### config.mk
export PLATFORM = sky130hd
export DESIGN_NAME = infix_add_sub_paren_evaluator_top
export DESIGN_NICKNAME = d
export VERILOG_FILES = /design/src/rtl/iase_pkg.sv /design/src/rtl/iase_ram.sv /design/src/rtl/infix_add_sub_paren_evaluator_top.sv
export SDC_FILE = /design/constraint.sdc
export NUM_CORES = 2
export LEC_CHECK = 0
export BUFFER_PORTS_ARGS = -buffer_cell sky130_fd_sc_hd__buf_2
export CAP_MARGIN = 25
export CORE_MARGIN = 2
export CORE_UTILIZATION = 42
export DETAILED_ROUTE_END_ITERATION = 6
export SLEW_MARGIN = 15
export SYNTH_ARGS = -nofsm -noshare
export SYNTH_HDL_FRONTEND = slang
export SYNTH_SLANG_ARGS = --single-unit
### constraint.sdc
create_clock -name clk -period 14.5 [get_ports clk]
set_clock_uncertainty 0.05 [all_clocks]
set_input_delay 0 -clock clk [delete_from_list [all_inputs] [get_ports clk]]
set_output_delay 0 -clock clk [all_outputs]
set_load 0.01 [all_outputs]
### src/rtl/iase_pkg.sv
// Shared constants and types of the infix add/sub evaluator.
// No dependencies; used by the top level and the checker.
package iase_pkg;

	// Depth of the value stack and of the operator stack.
	localparam int STACK_DEPTH = 64;
	localparam int IDX_W       = $clog2(STACK_DEPTH);
	localparam int CNT_W       = $clog2(STACK_DEPTH + 1);

	// Character codes recognized in the expression.
	localparam logic [7:0] CHAR_PLUS  = 8'h2B;
	localparam logic [7:0] CHAR_MINUS = 8'h2D;
	localparam logic [7:0] CHAR_OPEN  = 8'h28;
	localparam logic [7:0] CHAR_CLOSE = 8'h29;
	localparam logic [7:0] CHAR_SPACE = 8'h20;
	localparam logic [7:0] CHAR_ZERO  = 8'h30;
	localparam logic [7:0] CHAR_NINE  = 8'h39;

	// Operator stack entries.
	typedef enum logic [1:0] {
		OP_PLUS  = 2'd0,
		OP_MINUS = 2'd1,
		OP_OPEN  = 2'd2
	} op_t;

endpackage

### src/rtl/iase_ram.sv
// Generic single-write, single-read synchronous RAM with registered read data.
// No dependencies; holds the value stack and the operator stack.
module iase_ram #(
	parameter int WIDTH = 32,
	parameter int DEPTH = 64
) (
	input  logic                     clk,
	input  logic                     we,
	input  logic [$clog2(DEPTH)-1:0] waddr,
	input  logic [WIDTH-1:0]         wdata,
	input  logic [$clog2(DEPTH)-1:0] raddr,
	output logic [WIDTH-1:0]         rdata
);

	logic [WIDTH-1:0] mem [DEPTH];

	// Write port.
	always_ff @(posedge clk) begin
		if (we) begin
			mem[waddr] <= wdata;
		end
	end

	// Read port; the data appears in the cycle after the address.
	always_ff @(posedge clk) begin
		rdata <= mem[raddr];
	end

endmodule

### src/rtl/infix_add_sub_paren_evaluator_top.sv
// Top level of the infix add/sub evaluator with parentheses (two-stack scheme).
// Depends on iase_pkg and iase_ram.
//
//  channel | dir | word                           | handshake
//  s_*     | in  | tdata=char_code, tlast=last    | s_tvalid & s_tready
//  m_*     | out | tdata=value, tuser=error       | m_tvalid & m_tready
//
// A digit, space, '(' or other character goes through S_IDLE and S_FLUSH;
// '+', '-' and ')' add S_RCHK, S_REX/S_RCHK per reduction and S_POST;
// the last character adds S_END and its reductions; S_REX awaits stack reads.
// Stacks are tracked by counts, so reset needs no clearing pass.
// The finished result sits in an output register; the block stalls only when
// a new result is ready while the previous one has not been taken.
module infix_add_sub_paren_evaluator_top (
	input  logic        clk,
	input  logic        arst_n,
	input  logic        s_tvalid,
	output logic        s_tready,
	input  logic [7:0]  s_tdata,   // [7:0] char_code
	input  logic        s_tlast,   // last_char
	output logic        m_tvalid,
	input  logic        m_tready,
	output logic [31:0] m_tdata,   // [31:0] value
	output logic        m_tuser    // [0] error
);

	localparam int IDX_W = iase_pkg::IDX_W;
	localparam int CNT_W = iase_pkg::CNT_W;

	typedef enum logic [6:0] {
		S_IDLE  = 7'b0000001,
		S_FLUSH = 7'b0000010,
		S_RCHK  = 7'b0000100,
		S_REX   = 7'b0001000,
		S_POST  = 7'b0010000,
		S_END   = 7'b0100000,
		S_OUT   = 7'b1000000
	} state_t;

	state_t           state_q, state_d;
	logic [7:0]       char_q;
	logic             last_q;
	logic [CNT_W-1:0] vcnt_q, vcnt_d;
	logic [CNT_W-1:0] ocnt_q, ocnt_d;
	logic [31:0]      vtop_q, vtop_d;
	iase_pkg::op_t    otop_q, otop_d;
	logic [31:0]      bottom_q, bottom_d;
	logic [31:0]      pend_q, pend_d;
	logic             numact_q, numact_d;
	logic             lwn_q, lwn_d;
	logic             err_q, err_d;
	logic             final_q, final_d;
	logic             out_valid_q;
	logic [31:0]      out_value_q;
	logic             out_err_q;
	logic             out_load;

	// Stack memory ports.
	logic             v_we, o_we;
	logic [IDX_W-1:0] v_waddr, o_waddr, v_raddr, o_raddr;
	logic [31:0]      v_wdata, v_rdata;
	logic [1:0]       o_wdata, o_rdata;
	logic [CNT_W-1:0] vcnt_m2, ocnt_m2;

	// Push requests, resolved after the sequencer case.
	logic             push_v, push_o;
	logic [31:0]      push_val;
	iase_pkg::op_t    push_op;

	// Character classes.
	logic is_digit, is_space, is_plus, is_minus, is_open, is_close;
	logic [7:0]  digit_val;
	logic [31:0] res;

	assign is_digit  = (char_q >= iase_pkg::CHAR_ZERO) && (char_q <= iase_pkg::CHAR_NINE);
	assign is_space  = (char_q == iase_pkg::CHAR_SPACE);
	assign is_plus   = (char_q == iase_pkg::CHAR_PLUS);
	assign is_minus  = (char_q == iase_pkg::CHAR_MINUS);
	assign is_open   = (char_q == iase_pkg::CHAR_OPEN);
	assign is_close  = (char_q == iase_pkg::CHAR_CLOSE);
	assign digit_val = char_q - iase_pkg::CHAR_ZERO;

	assign vcnt_m2 = vcnt_q - CNT_W'(2);
	assign ocnt_m2 = ocnt_q - CNT_W'(2);
	assign v_raddr = vcnt_m2[IDX_W-1:0];
	assign o_raddr = ocnt_m2[IDX_W-1:0];

	// Reduction result: the second entry from the top combined with the top.
	assign res = (otop_q == iase_pkg::OP_MINUS) ? (v_rdata - vtop_q) : (v_rdata + vtop_q);

	assign s_tready = (state_q == S_IDLE);
	assign out_load = (state_q == S_OUT) && (!out_valid_q || m_tready);
	assign m_tvalid = out_valid_q;
	assign m_tdata  = out_value_q;
	assign m_tuser  = out_err_q;

	iase_ram #(.WIDTH(32), .DEPTH(iase_pkg::STACK_DEPTH)) u_vstack (
		.clk   (clk),
		.we    (v_we),
		.waddr (v_waddr),
		.wdata (v_wdata),
		.raddr (v_raddr),
		.rdata (v_rdata)
	);

	iase_ram #(.WIDTH(2), .DEPTH(iase_pkg::STACK_DEPTH)) u_ostack (
		.clk   (clk),
		.we    (o_we),
		.waddr (o_waddr),
		.wdata (o_wdata),
		.raddr (o_raddr),
		.rdata (o_rdata)
	);

	// Sequencer and stack update logic.
	always_comb begin
		state_d  = state_q;
		vcnt_d   = vcnt_q;
		ocnt_d   = ocnt_q;
		vtop_d   = vtop_q;
		otop_d   = otop_q;
		bottom_d = bottom_q;
		pend_d   = pend_q;
		numact_d = numact_q;
		lwn_d    = lwn_q;
		err_d    = err_q;
		final_d  = final_q;
		v_we     = 1'b0;
		v_waddr  = vcnt_q[IDX_W-1:0];
		v_wdata  = 32'd0;
		o_we     = 1'b0;
		o_waddr  = ocnt_q[IDX_W-1:0];
		o_wdata  = 2'd0;
		push_v   = 1'b0;
		push_val = pend_q;
		push_o   = 1'b0;
		push_op  = iase_pkg::OP_PLUS;

		case (state_q)
			S_IDLE: begin
				if (s_tvalid) begin
					state_d = S_FLUSH;
				end
			end
			S_FLUSH: begin
				// Any character other than a digit or a space ends the number.
				if (!is_digit && !is_space && numact_q) begin
					push_v   = 1'b1;
					pend_d   = 32'd0;
					numact_d = 1'b0;
					lwn_d    = 1'b1;
				end
				if (is_digit) begin
					pend_d   = (pend_q << 3) + (pend_q << 1) + {24'd0, digit_val};
					numact_d = 1'b1;
				end
				if (is_open) begin
					push_o  = 1'b1;
					push_op = iase_pkg::OP_OPEN;
					lwn_d   = 1'b0;
				end
				if (is_plus || is_minus || is_close) begin
					state_d = S_RCHK;
				end else if (last_q) begin
					state_d = S_END;
				end else begin
					state_d = S_IDLE;
				end
			end
			S_RCHK: begin
				// Both stack reads are issued here and used in the next state.
				if (ocnt_q != '0 && otop_q != iase_pkg::OP_OPEN) begin
					state_d = S_REX;
				end else if (final_q) begin
					state_d = S_OUT;
				end else begin
					state_d = S_POST;
				end
			end
			S_REX: begin
				ocnt_d = ocnt_q - CNT_W'(1);
				otop_d = iase_pkg::op_t'(o_rdata);
				if (vcnt_q < CNT_W'(2)) begin
					err_d = 1'b1;
				end else begin
					v_we    = 1'b1;
					v_waddr = vcnt_m2[IDX_W-1:0];
					v_wdata = res;
					vtop_d  = res;
					vcnt_d  = vcnt_q - CNT_W'(1);
					if (vcnt_q == CNT_W'(2)) begin
						bottom_d = res;
					end
				end
				state_d = S_RCHK;
			end
			S_POST: begin
				if (is_close) begin
					// Drop the matching open parenthesis.
					if (ocnt_q != '0) begin
						ocnt_d = ocnt_q - CNT_W'(1);
						otop_d = iase_pkg::op_t'(o_rdata);
					end else begin
						err_d = 1'b1;
					end
				end else begin
					// A minus that does not follow a number is unary.
					if (is_minus && !lwn_q) begin
						push_v   = 1'b1;
						push_val = 32'd0;
					end
					push_o  = 1'b1;
					push_op = is_minus ? iase_pkg::OP_MINUS : iase_pkg::OP_PLUS;
					lwn_d   = 1'b0;
				end
				state_d = last_q ? S_END : S_IDLE;
			end
			S_END: begin
				if (numact_q) begin
					push_v   = 1'b1;
					pend_d   = 32'd0;
					numact_d = 1'b0;
					lwn_d    = 1'b1;
				end
				final_d = 1'b1;
				state_d = S_RCHK;
			end
			S_OUT: begin
				if (out_load) begin
					vcnt_d   = '0;
					ocnt_d   = '0;
					pend_d   = 32'd0;
					numact_d = 1'b0;
					lwn_d    = 1'b0;
					err_d    = 1'b0;
					final_d  = 1'b0;
					state_d  = S_IDLE;
				end
			end
			default: begin
				state_d = S_IDLE;
			end
		endcase

		// Value push: dropped with an error when the stack is full.
		if (push_v) begin
			if (vcnt_q >= CNT_W'(iase_pkg::STACK_DEPTH)) begin
				err_d = 1'b1;
			end else begin
				v_we    = 1'b1;
				v_waddr = vcnt_q[IDX_W-1:0];
				v_wdata = push_val;
				vtop_d  = push_val;
				vcnt_d  = vcnt_q + CNT_W'(1);
				if (vcnt_q == '0) begin
					bottom_d = push_val;
				end
			end
		end

		// Operator push: dropped with an error when the stack is full.
		if (push_o) begin
			if (ocnt_q >= CNT_W'(iase_pkg::STACK_DEPTH)) begin
				err_d = 1'b1;
			end else begin
				o_we    = 1'b1;
				o_waddr = ocnt_q[IDX_W-1:0];
				o_wdata = push_op;
				otop_d  = push_op;
				ocnt_d  = ocnt_q + CNT_W'(1);
			end
		end
	end

	// Control state.
	always_ff @(posedge clk or negedge arst_n) begin
		if (!arst_n) begin
			state_q     <= S_IDLE;
			vcnt_q      <= '0;
			ocnt_q      <= '0;
			pend_q      <= 32'd0;
			numact_q    <= 1'b0;
			lwn_q       <= 1'b0;
			err_q       <= 1'b0;
			final_q     <= 1'b0;
			out_valid_q <= 1'b0;
		end else begin
			state_q  <= state_d;
			vcnt_q   <= vcnt_d;
			ocnt_q   <= ocnt_d;
			pend_q   <= pend_d;
			numact_q <= numact_d;
			lwn_q    <= lwn_d;
			err_q    <= err_d;
			final_q  <= final_d;
			if (out_load) begin
				out_valid_q <= 1'b1;
			end else if (m_tready) begin
				out_valid_q <= 1'b0;
			end
		end
	end

	// Payload registers: input word, cached stack tops, the bottom value and the output word.
	always_ff @(posedge clk) begin
		if (s_tvalid && s_tready) begin
			char_q <= s_tdata;
			last_q <= s_tlast;
		end
		vtop_q   <= vtop_d;
		otop_q   <= otop_d;
		bottom_q <= bottom_d;
		if (out_load) begin
			out_value_q <= (vcnt_q != '0) ? bottom_q : 32'd0;
			out_err_q   <= err_q || (vcnt_q == '0);
		end
	end

endmodule

## After elaboration in Yosys (flattened, before gate mapping)

Memories as Yosys holds them, arrays and structs flattened. A register that Yosys moved wholly into a read port is not among the register bits.
Index checks and enable logic that the tools add are counted.

- Flip-flop bits (word level): 166
- RAM bits: 2,176
- Bits of input ports: 13
- Output and inout port bits: 35
- Logic and storage cells: 178
- Memories: 2

Memories:

| memory | words | width | rd ports | clocked after memory_dff | wr ports | RTL line | text |
|---|---|---|---|---|---|---|---|
| u_vstack.mem | 64 | 32 | 1 | 1 | 1 | iase_ram.sv:15 | `logic [WIDTH-1:0] mem [DEPTH];` |
| u_ostack.mem | 64 | 2 | 1 | 1 | 1 | iase_ram.sv:15 |  |

- $add $sub $neg: 11
- Magnitude comparators: 5
- Eq/ne operators: 21
- Mux-type cells: 95
- Reductions and logical operators: 28

Operators by type and width:

| cell | count |
|---|---|
| 2-to-1 mux 32 bit | 22 |
| one-hot mux 32 bit (3 select lines) | 1 |
| 2-to-1 mux 7 bit | 13 |
| adder 32 bit | 2 |
| one-hot mux 7 bit (6 select lines) | 1 |
| equality test 8 x 6 -> 1 bit (second input constant) | 5 |
| 2-to-1 mux 6 bit | 6 |
| 2-to-1 mux 1 bit | 35 |
| adder 32 x 8 -> 32 bit | 1 |
| subtractor 32 bit | 1 |
| one-hot mux 7 bit (3 select lines) | 1 |
| adder 7 x 1 -> 7 bit (second input constant) | 2 |
| equality test 7 x 2 -> 1 bit (second input constant) | 2 |
| greater-or-equal comparator 7 bit (second input constant) | 2 |
| 2-to-1 mux 2 bit | 7 |
| one-hot mux 7 bit (2 select lines) | 1 |
| nonzero test 7 bit | 2 |
| subtractor 7 x 1 -> 7 bit (second input constant) | 2 |
| subtractor 6 x 2 -> 6 bit (second input constant) | 2 |
| inequality test 2 bit (second input constant) | 5 |
| one-hot mux 1 bit (3 select lines) | 3 |
| greater-or-equal comparator 8 x 6 -> 1 bit (second input constant) | 1 |
| <= comparator 8 x 6 -> 1 bit (second input constant) | 1 |
| one-hot mux 2 bit (2 select lines) | 2 |
| other kinds (24) | 40 |

## Depth between registers and ports, before layout

- Word-level depth: 10
- Mapped depth: 17
- Gate-level depth less buffers: 17

## Modules after synthesis

Synthesis repeated with hierarchy kept, for this count alone.

- Cells, all modules: 4,985
- Area total of the unflattened synthesis: 95,616.7 um^2

Modules (own cells, without submodules):

| module | instances | cells an instance | area each (um^2) | seq. area each (um^2) |
|---|---|---|---|---|
| iase_ram (u_vstack) | 1 | 3,324 | 78,515.3 | 62,139.6 |
| infix_add_sub_paren_evaluator_top | 1 | 1,337 | 11,703.7 | 4,035.1 |
| iase_ram (u_ostack) | 1 | 324 | 5,397.7 | 3,883.7 |

## Worst setup path before layout

OpenSTA, ideal clock, no wires.

- Path type: register to register
- Start point: reg vtop_q[8]
- End point: mem u_vstack.mem[0][17] (data pin)
- Library setup time: 712 ps
- Arrival time: 5,763 ps
- Data required time: 13,738 ps
- Path slack: 7,975 ps
- Stages on the path, launching flop included: 14
- Buffers on the path: 0
- Clock period less this slack: 6,525 ps
- Cells stage by stage: dfxtp_1 nor4_1 nand2b_1 or4_1 or2_2 o21ai_0 xor2_1 ha_1 a21o_1 a21o_1 a211oi_1 a31oi_2 a31o_2 o21ai_0

- Cells in the longest elaborated chain, start to end: 6
- Elaborated cells between the ends (all ways): 7
- Classes of those cells: add/sub: 2; mux: 5

Ends and longest elaborated chain:

| item | RTL line | text |
|---|---|---|
| start: declaration | infix_add_sub_paren_evaluator_top.sv:45 | `logic [31:0] vtop_q, vtop_d;` |
| start signal: assignment | infix_add_sub_paren_evaluator_top.sv:310 | `vtop_q <= vtop_d;` |
| adder 32 bit / subtractor 32 bit (equally long branches) | infix_add_sub_paren_evaluator_top.sv:89 | `assign res = (otop_q == iase_pkg::OP_MINUS) ? (v_rdata - vtop_q) : (v_rdata + vtop_q);` |
| 2-to-1 mux 32 bit (*) | infix_add_sub_paren_evaluator_top.sv:89 |  |
| 2-to-1 mux 32 bit (*) | infix_add_sub_paren_evaluator_top.sv:183 | `if (vcnt_q < CNT_W'(2)) begin` |
| 2-to-1 mux 32 bit (*) | infix_add_sub_paren_evaluator_top.sv:139 | `case (state_q)` |
| 2-to-1 mux 32 bit | infix_add_sub_paren_evaluator_top.sv:247 | `if (vcnt_q >= CNT_W'(iase_pkg::STACK_DEPTH)) begin` |
| 2-to-1 mux 32 bit (*) | infix_add_sub_paren_evaluator_top.sv:246 | `if (push_v) begin` |
| net u_vstack.wdata[17] | iase_ram.sv:10 | `input logic [WIDTH-1:0] wdata,` |
| end: declaration | iase_ram.sv:15 |  |

Mark *: on every way through the listed nets, which the timed path passes. The rest lies on a longest branch.

## Worst setup path in the final report

- Start point: reg vcnt_q[1]
- End point: reg u_vstack.rdata[0] (read register of u_vstack.mem)

- Cells in the longest elaborated chain, start to end: 1

Ends and longest elaborated chain:

| item | RTL line | text |
|---|---|---|
| start: declaration | infix_add_sub_paren_evaluator_top.sv:43 | `logic [CNT_W-1:0] vcnt_q, vcnt_d;` |
| start signal: assignment | infix_add_sub_paren_evaluator_top.sv:289 | `vcnt_q <= vcnt_d;` |
| subtractor 6 x 2 -> 6 bit | infix_add_sub_paren_evaluator_top.sv:83 | `assign vcnt_m2 = vcnt_q - CNT_W'(2);` |
| end: declaration | iase_ram.sv:12 | `output logic [WIDTH-1:0] rdata` |

No other way between the ends.
A chain may end at the register's enable or synchronous reset.

==> results.toml <==
[status]
outcome = "finished with violations"
violations = "design-rule violations"

[timing]
fin_hold_ws_ns = 0.237
rsz0062_at_grt = "no"
fin_crit_sh_pct = 39.8
finalSetupViolCount = 0
fin_setup_tns_ns = 0
report.final.slew_viol_count = 0
fin_crit_ns = 5.77
tightest_slew_ns = 1.11
relSlewSlack_pct = 26.0
hold_violations = 0
fmaxAchievable_mhz = 173

[detailed_routing]
wl_per_cell_um = 30.0
drc = 1
vias = 47900
viasPerCell = 5.92
drtIter0Drc = 5609
wl_mm = 243
first_pass_iters = 7
drtAntennaViolNets = 0

[global_route]
grt_use_total_pct = 21.0
antenna_found_initial = 12
grt_pass1_vias = 47900
grt_pass1_wl_mm = 348
grt-ovfl-total = 0
grt_max_degree = 103

[power]
p_clk_share_pct = 29.8
p_int_mw = 13.7
switching_power_mw = 6.47
power_mw = 20.2
sequentialPowerShare_pct = 39.0
combPwrFrac_pct = 31.2
leakagePower_nw = 37.0
p_sw_share_pct = 32.1
power.density_nw_per_um2 = 186
max-vdd-ir-drop_mv = 0.184

[synth]
synth_edf_count = 2218
seq_area_frac_synth_pct = 73.5
ys_top_cells_by_area = "edfxtp_1 70%, mux4_2 16%, dfxtp_1 2.1%"
yosysWarningCount = 0
synth_fp_nets = 4806
async_reset_ff_share_pct = 2.44
ys_types = 82
yosysTopAreaCellShare_pct = 69.9
syn_avg_cell_area_um2 = 20.3
synth_cells = 4684
yosys.area.top_type = "edfxtp_1"
ys_seq_elements = 2376
netlist_area_um2 = 95300
synthFlopType = "edfxtp_1"

[clocking]
cts_setup_buffers = 0
cts.path.max_buffers = 3
numCtsBuffers = 231
cts_tree = "built"
h-tree-depth = 4
clockRootBuffer = "clkbuf_16"
cts_hold_buf = 24
ctsResizeCount = 0
clk_latency_ns = 0.88
clkSlewWorstSetupHoldPaths_ns = 0.06
cts_sinks = 2376

[die]
fp.coreArea_um2 = 225000
num_rows = 174
design.die.area_um2 = 231000
num_io_pins = 48
fp.dieH_um = 480
die_w_um = 480
start_util_pct = 42.3

[cells_and_area]
nNetsFinal = 5019
fill_cells = 18300
final_common_cell = "edfxtp_1"
drive_gt1_share_pct = 26.5
layout-area-overhead-vs-synth_pct = 13.5
layout.cells.most_common_list = "2218 x edfxtp_1, 695 x mux4_2, 234 x clkbuf_16, 173 x nand2_1, 158 x nor2_1"

[run]
maxCapViolCount = 0

[setup_path]
worstSetupPathType = "reg -> reg"
reg2reg_depth = 7
worst-endpoint-required_ns = 15.18
crit_fanout = 61
cp.arrival_ns = 6.44
cp-end-kind = "flip-flop"
critPathLaunchType = "flip-flop"

[placed_design]
hpwl_mm = 133
io_buffers = 47
place.gp.congestion = 0.866

[min_path]
whs_path_depth = 3
hold_path_class = "in -> reg"
critical path: stages (launching register included):
cell     delay (ns)
dfrtp_4        0.92
buf_4          0.67
buf_4          0.82
buf_4          0.88
buf_4          0.69
mux4_2         0.42
mux4_2         0.49
mux4_2         0.47
area by class of cell:
type                            count  area, µm²  share of cell area, %
Clock buffer                      304       6240                   5.77
Timing Repair Buffer              218       1770                   1.64
Antenna cell                        5       12.5                 0.0116
Tap cell                         2992       3740                   3.46
Clock inverter                    125       1340                   1.24
Sequential cell                  2376      70100                   64.8
Inverter                           56        210                  0.194
Multi-Input combinational cell   2014      24800                   22.9
sequential cells by signal (all words and copies together), names as in the netlist, 8 cells and up:
register and cells:
u_vstack.mem 2048, pend_q 32, bottom_q 32, u_ostack.mem 128, char_q 8, u_vstack.rdata 32, m_tdata 32, vtop_q 32
power groups by stage:
stage	registers [mW]	clock network [mW]	logic, mW
after floorplan	7.78	0	4.70
after global placement	8.00	0	6.22
after detailed placement	8.00	0	6.25
after CTS	7.86	6.12	6.29
after global routing	7.87	6.38	6.79
final	7.86	6.01	6.29
routing by layer:
| metal | wire length [µm] | global-route usage, % | vias to the layer above | part of all wire (%) |
|---|---|---|---|---|
| met2 | 116000 | 33.4 | 1796 | 48 |
| met5 | 26 | 0 | - | 0.011 |
| met3 | 17500 | 3.95 | 335 | 7.2 |
| met4 | 5500 | 5.27 | 4 | 2.3 |
| met1 | 104000 | 29.9 | 25900 | 43 |
| li1 | - | - | 19900 | - |
cell usage after synthesis, drive strengths merged, types with 6 or more instances:
cell type and number:
edfxtp 2218, mux4 695, nor2 227, nand2 177, clkbuf 142, a21oi 108
ha 102, dfxtp 100, buf 96, o21ai 87, dfrtp 57, inv 56
xnor2 51, a31oi 50, a21o 47, and2 45, nand3 38, xor2 33
nor3 29, a211oi 27, nor2b 27, a22o 24, nand2b 19, o21a 18
and3 15, o31ai 15, or3 14, nand4 11, a221o 9, mux2i 9
o211ai 9, nor4 8, a21boi 7, fa 7, nand3b 7, o22ai 7
a222oi 6, o41ai 6, or2 6
worst paths after layout:
| kind | from | end | slack [ns] |
|---|---|---|---|
| worst max-delay path | vcnt_q[1] | u_vstack.rdata[0] | 8.73 |
| worst min-delay path | s_tvalid | char_q[0] | 0.24 |
| worst max register to register | vcnt_q[1] | u_vstack.rdata[0] | 8.73 |
| worst min register to register | final_q | state_q[4] | 0.39 |
| max in group asynchronous | arst_n | vcnt_q[0] | 13.38 |
| min in group asynchronous | arst_n | pend_q[14] | 0.36 |
stage by stage:
step | cell area (µm²) | utilization, % | worst slack, ns | instances
after floorplan | 95300 | - | 7.97 | 4684
after global routing | 108000 | 48.1 | 8.27 | 8086
after CTS | 108000 | 47.9 | 8.56 | 8074
final | 108000 | 48.1 | 8.73 | 8090
after detailed placement | 100000 | 44.5 | 8.54 | 7621
after global placement | 100000 | 44.4 | 8.55 | 7617
logic make-up after synthesis:
family	share of synthesized area, %
buffers and inverters	1.22
XOR/XNOR	0.780
adder cells (fa/ha/maj)	1.49
AO/OA/AOI/OAI	3.25
flip-flops	73.5
multiplexers	16.5
AND/OR/NAND/NOR	3.23
Note: power is estimated with default switching activity, not from simulation.
